===== config.mk =====
export PLATFORM = sky130hd
export DESIGN_NAME = qsps_front_flat
export DESIGN_NICKNAME = d
export VERILOG_FILES = /design/src/hw/rtl/qsps_pkg.sv /design/src/hw/rtl/qsps_in_if.sv /design/src/hw/rtl/qsps_front.sv /design/src/flat_wrapper.sv
export SDC_FILE = /design/constraint.sdc
export NUM_CORES = 1
export LEC_CHECK = 0
export BUFFER_PORTS_ARGS = -buffer_cell sky130_fd_sc_hd__buf_2
export CAP_MARGIN = 20
export CORE_AREA = 10 10 47 49
export CTS_CLUSTER_DIAMETER = 100
export DETAILED_ROUTE_END_ITERATION = 10
export DIE_AREA = 0 0 57 59
export PLACE_DENSITY = 0.68
export SYNTH_ARGS = -nofsm -noshare
export SYNTH_HDL_FRONTEND = slang
export SYNTH_SLANG_ARGS = --single-unit
export TNS_END_PERCENT = 100

===== constraint.sdc =====
create_clock -name clk -period 2 [get_ports clk]
set_input_delay 0.3 -clock clk [delete_from_list [all_inputs] [get_ports clk]]
set_output_delay 0.3 -clock clk [all_outputs]
set_load 0.005 [all_outputs]

===== src/hw/rtl/qsps_pkg.sv =====
`timescale 1ns / 1ps
// Package for the query string pair splitter: byte codes, field widths,
// queue depth and the item type passed from front to back. No dependencies.
package qsps_pkg;

	localparam logic [7:0] BYTE_EQ  = 8'h3D;	// '='
	localparam logic [7:0] BYTE_AMP = 8'h26;	// '&'

	localparam int FIELD_W = 12;
	localparam int CNT_W   = 11;
	localparam int FIELD_MAX = 4095;

	localparam logic [CNT_W-1:0] MAX_PAIRS_RESET = 11'd100;

	// Must be a power of two: pointers wrap by overflow.
	localparam int QUEUE_DEPTH = 2;

	typedef struct packed {
		logic is_eq;
		logic is_amp;
		logic fin;
	} item_t;

	typedef struct packed {
		logic  valid;
		item_t item;
	} queue_head_t;

endpackage


===== src/hw/rtl/qsps_in_if.sv =====
`timescale 1ns / 1ps
// Input byte channel of the query string pair splitter.
// Depends on nothing.
interface qsps_in_if;
	logic       valid;
	logic       ready;
	logic [7:0] query_byte;
	logic       final_byte;

	modport source (output valid, output query_byte, output final_byte, input ready);
	modport sink   (input valid, input query_byte, input final_byte, output ready);
endinterface


===== src/hw/rtl/qsps_front.sv =====
`timescale 1ns / 1ps
// Front end: classifies each input byte and queues the class bits.
// Depends on qsps_pkg and qsps_in_if.
module qsps_front
	import qsps_pkg::*;
(
	input  logic        clk,
	input  logic        arst_n,
	qsps_in_if.sink     query_in,
	output queue_head_t head,
	input  logic        pop
);

	localparam int PTR_W = (QUEUE_DEPTH > 1) ? $clog2(QUEUE_DEPTH) : 1;
	localparam int CNT_QW = $clog2(QUEUE_DEPTH + 1);

	item_t              entry_q [QUEUE_DEPTH];
	logic [PTR_W-1:0]   wr_ptr_q;
	logic [PTR_W-1:0]   rd_ptr_q;
	logic [CNT_QW-1:0]  count_q;
	logic               push;
	logic               do_pop;
	item_t              in_item;

	assign query_in.ready = (count_q != CNT_QW'(QUEUE_DEPTH));
	assign push   = query_in.valid & query_in.ready;
	assign do_pop = pop & (count_q != '0);

	always_comb begin
		in_item.is_eq  = (query_in.query_byte == BYTE_EQ);
		in_item.is_amp = (query_in.query_byte == BYTE_AMP);
		in_item.fin    = query_in.final_byte;
	end

	assign head.valid = (count_q != '0);
	assign head.item  = entry_q[rd_ptr_q];

	always_ff @(posedge clk) begin
		if (push) begin
			entry_q[wr_ptr_q] <= in_item;
		end
	end

	always_ff @(posedge clk or negedge arst_n) begin
		if (!arst_n) begin
			wr_ptr_q <= '0;
			rd_ptr_q <= '0;
			count_q  <= '0;
		end else begin
			if (push) begin
				wr_ptr_q <= wr_ptr_q + 1'b1;
			end
			if (do_pop) begin
				rd_ptr_q <= rd_ptr_q + 1'b1;
			end
			case ({push, do_pop})
				2'b10:   count_q <= count_q + 1'b1;
				2'b01:   count_q <= count_q - 1'b1;
				default: count_q <= count_q;
			endcase
		end
	end

endmodule


===== src/flat_wrapper.sv =====
// flat-port wrapper written by rule: the top's interface ports become plain ports
module qsps_front_flat import qsps_pkg::*;
  (clk, arst_n, head, pop, query_in_valid, query_in_query_byte, query_in_final_byte, query_in_ready);
  qsps_in_if query_in_i ();
  input  logic clk;
  input  logic arst_n;
  output queue_head_t head;
  input  logic pop;
  input wire logic [$bits(query_in_i.valid)-1:0] query_in_valid;
  input wire logic [$bits(query_in_i.query_byte)-1:0] query_in_query_byte;
  input wire logic [$bits(query_in_i.final_byte)-1:0] query_in_final_byte;
  output wire logic [$bits(query_in_i.ready)-1:0] query_in_ready;
  assign query_in_i.valid = query_in_valid;
  assign query_in_i.query_byte = query_in_query_byte;
  assign query_in_i.final_byte = query_in_final_byte;
  assign query_in_ready = query_in_i.ready;
  qsps_front u_core (.clk(clk), .arst_n(arst_n), .query_in(query_in_i), .head(head), .pop(pop));
endmodule

==> qor.txt <==
Worst slew pin tran - 0.4035 ns
Clk_skew - 0.004299 ns
Max_cap viols - 0
Final hold vios - 0
Top post-synthesis cells by area - edfxtp_1 41%, dfrtp_1 23%, mux2_2 7.6%
Sequential fraction of the synthesis area - 63.28%
Root buf cell - clkbuf_4
Nets - 69
Post-Syn Area - 442.9 um2
Max VDD drop - 702.4 uV
Max Root-Sink Buffers - 2
Final setup TNS - 0 ns
P_leak - 0.2512 nW
Total clock sinks - 10
Htree depth - 1
N_diodes - 0
All-layer global routing usage - 5.929%
Fmax - 658.4 MHz
Number of buffers and inverters on the critical path - 0
Die W - 57 um
Tot Pwr - 761.9 uW
First-pass GRT wire length - 1538 um
Reg clk slew, reported paths - 0.06 ns
CP Data Required Time - 2.18 ns
Critical path type - register to register
Share of post-route cells with drive strength above 1 - 44.44%
Fill cells - 139
Critical path cell sequence - or2_1 > and2_4 > ha_1 > nor2_1 > xor2_1
CP startpoint kind - register
Data arrival, critical path - 1.70 ns
HPWL after DPL - 720.7 um
#FFs+latches synth - 10
Hold WS - 0.2309 ns
Final RePlAce weighted congestion - 0.6568
Worst slew margin - 72.85%
Core Rows - 14
Area Overhead vs Synth - 31.92%
PD cells - 1304 nW/um2
Initial drt markers - 1
CTS buffer count - 3
# IOs - 18
Skew-Pair Late Insertion Delay - 0.26 ns
Die ar. - 3363 um2
CP max stage delay - 0.41 ns
Unrepaired setup endpoints after global routing - false
# DRC - 0
Commonest non-fill, non-tap cell in the layout - buf_2
CP top delay family - simple AND/OR/NAND/NOR gates
Total number of vias - 328
Vias in the first global route - 385
Routed len/inst - 12.53 um
CORE AREA - 1401 um2
Routed vias/inst - 4.686
Pre-Repair DR Iteration Count - 2
Final ANT Viol Nets - 0
Cell taking the most area after synthesis - edfxtp_1
WL final - 877 um
Slowest CP cell - dfrtp_1
Post-cts resize count - 0
CP endpoint kind - register
Largest net degree at the start of global routing - 7
Dpl cell area - 548.0 um2
Post-Syn Instances - 32
Port Buffers - 17
Min cycle time layout - 1.519 ns
Synthesized area per cell - 13.84 um2
Commonest non-fill, non-tap cells in the layout - 17 x buf_2, 6 x edfxtp_1, 4 x nor2_1, 4 x dfrtp_1
Tightest Hold Check Type - primary input to register
Final Slew Violations - 0
Initial antenna violation count - 0
Syn_nets - 46
CTS tree - done
Initial Util - 31.61%
Syn. warnings - 0
Final instance area - 584.3 um2
# setup viols final - 0
Distinct cells, synth - 15
Die Height - 59 um
Worst-path fanout max - 4
Period utilisation layout - 75.94%
Post-CTS Setup Inserts - 0
Global route total overflow - 0
Synth top area share - 40.68%
Status - finished, final reports clean
cell usage after synthesis:
master,instances
nand2b_1,2
and2_4,1
and3_1,1
nand2_1,1
edfxtp_1,6
mux2_2,3
nor2_1,4
nand4b_1,1
nand3_1,1
xnor2_1,3
or2_1,1
dfrtp_1,4
nor4_1,1
ha_1,1
xor2_1,2
stage by stage:
stage / setup slack, ns / util, % / instances
after floorplan: 0.5589 / - / 32
after global placement: 0.5325 / 39.11 / 65
after detailed placement: 0.4946 / 39.11 / 65
after CTS: 0.4737 / 41.70 / 70
after global routing: 0.3604 / 41.70 / 70
final: 0.4812 / 41.70 / 70
layer usage:
layer  GRT usage (%)  vias to the layer above  share of wire [%]
met5               0                        -                  0
met4           4.027                        0               0.80
met3           4.936                        2                 16
met2           9.302                       17                 47
met1           4.988                      151                 36
li1                -                      158                  -
sequential cells by signal (all words and copies together), names as in the netlist:
| register | flops |
|---|---|
| u_core.rd_ptr_q | 1 |
| u_core.count_q | 2 |
| u_core.wr_ptr_q | 1 |
| u_core.entry_q | 6 |
layout make-up:
class / count / area (um2) / area share, %
Clock buffer: 4 / 26.28 / 4.497
Multi-Input combinational cell: 22 / 162.7 / 27.84
Sequential cell: 10 / 280.3 / 47.97
Tap cell: 16 / 20.02 / 3.426
Timing Repair Buffer: 18 / 95.09 / 16.27
cells by family after synthesis:
family	Yosys count	synth area share [%]
mux	3	7.627
simple gates	13	16.38
fa+ha+maj	1	2.824
flops	10	63.28
xor+xnor	5	9.889
worst paths after layout:
kind / slack (ns) / depth (start not counted) / startpoint / to
worst max-delay path: 0.48 / 5 / u_core.count_q[0] / u_core.count_q[1]
worst min-delay path: 0.23 / 1 / query_in_final_byte / u_core.entry_q[0][0]
worst max register to register: 0.48 / 5 / u_core.count_q[0] / u_core.count_q[1]
worst min register to register: 0.49 / 1 / u_core.count_q[1] / u_core.count_q[1]
max in group asynchronous: 1.52 / 2 / arst_n / u_core.rd_ptr_q
min in group asynchronous: 0.36 / 2 / arst_n / u_core.wr_ptr_q
power breakdown:
part	total (mW)	leakage [nW]	switching (mW)	internal (mW)
combinational	0.273	0.133	0.118	0.155
sequential	0.349	0.103	0.0509	0.298
clock	0.140	0.0150	0.0635	0.0769
total	0.762	0.251	0.232	0.530
what timing repair did:
action / 4_1_cts / 5_1_grt
endpoints found under the setup margin: 0 / 0
hold endpoints to repair: 4 / 0
hold buffers: 1 / 0
Note: power is estimated with default switching activity, not from simulation.
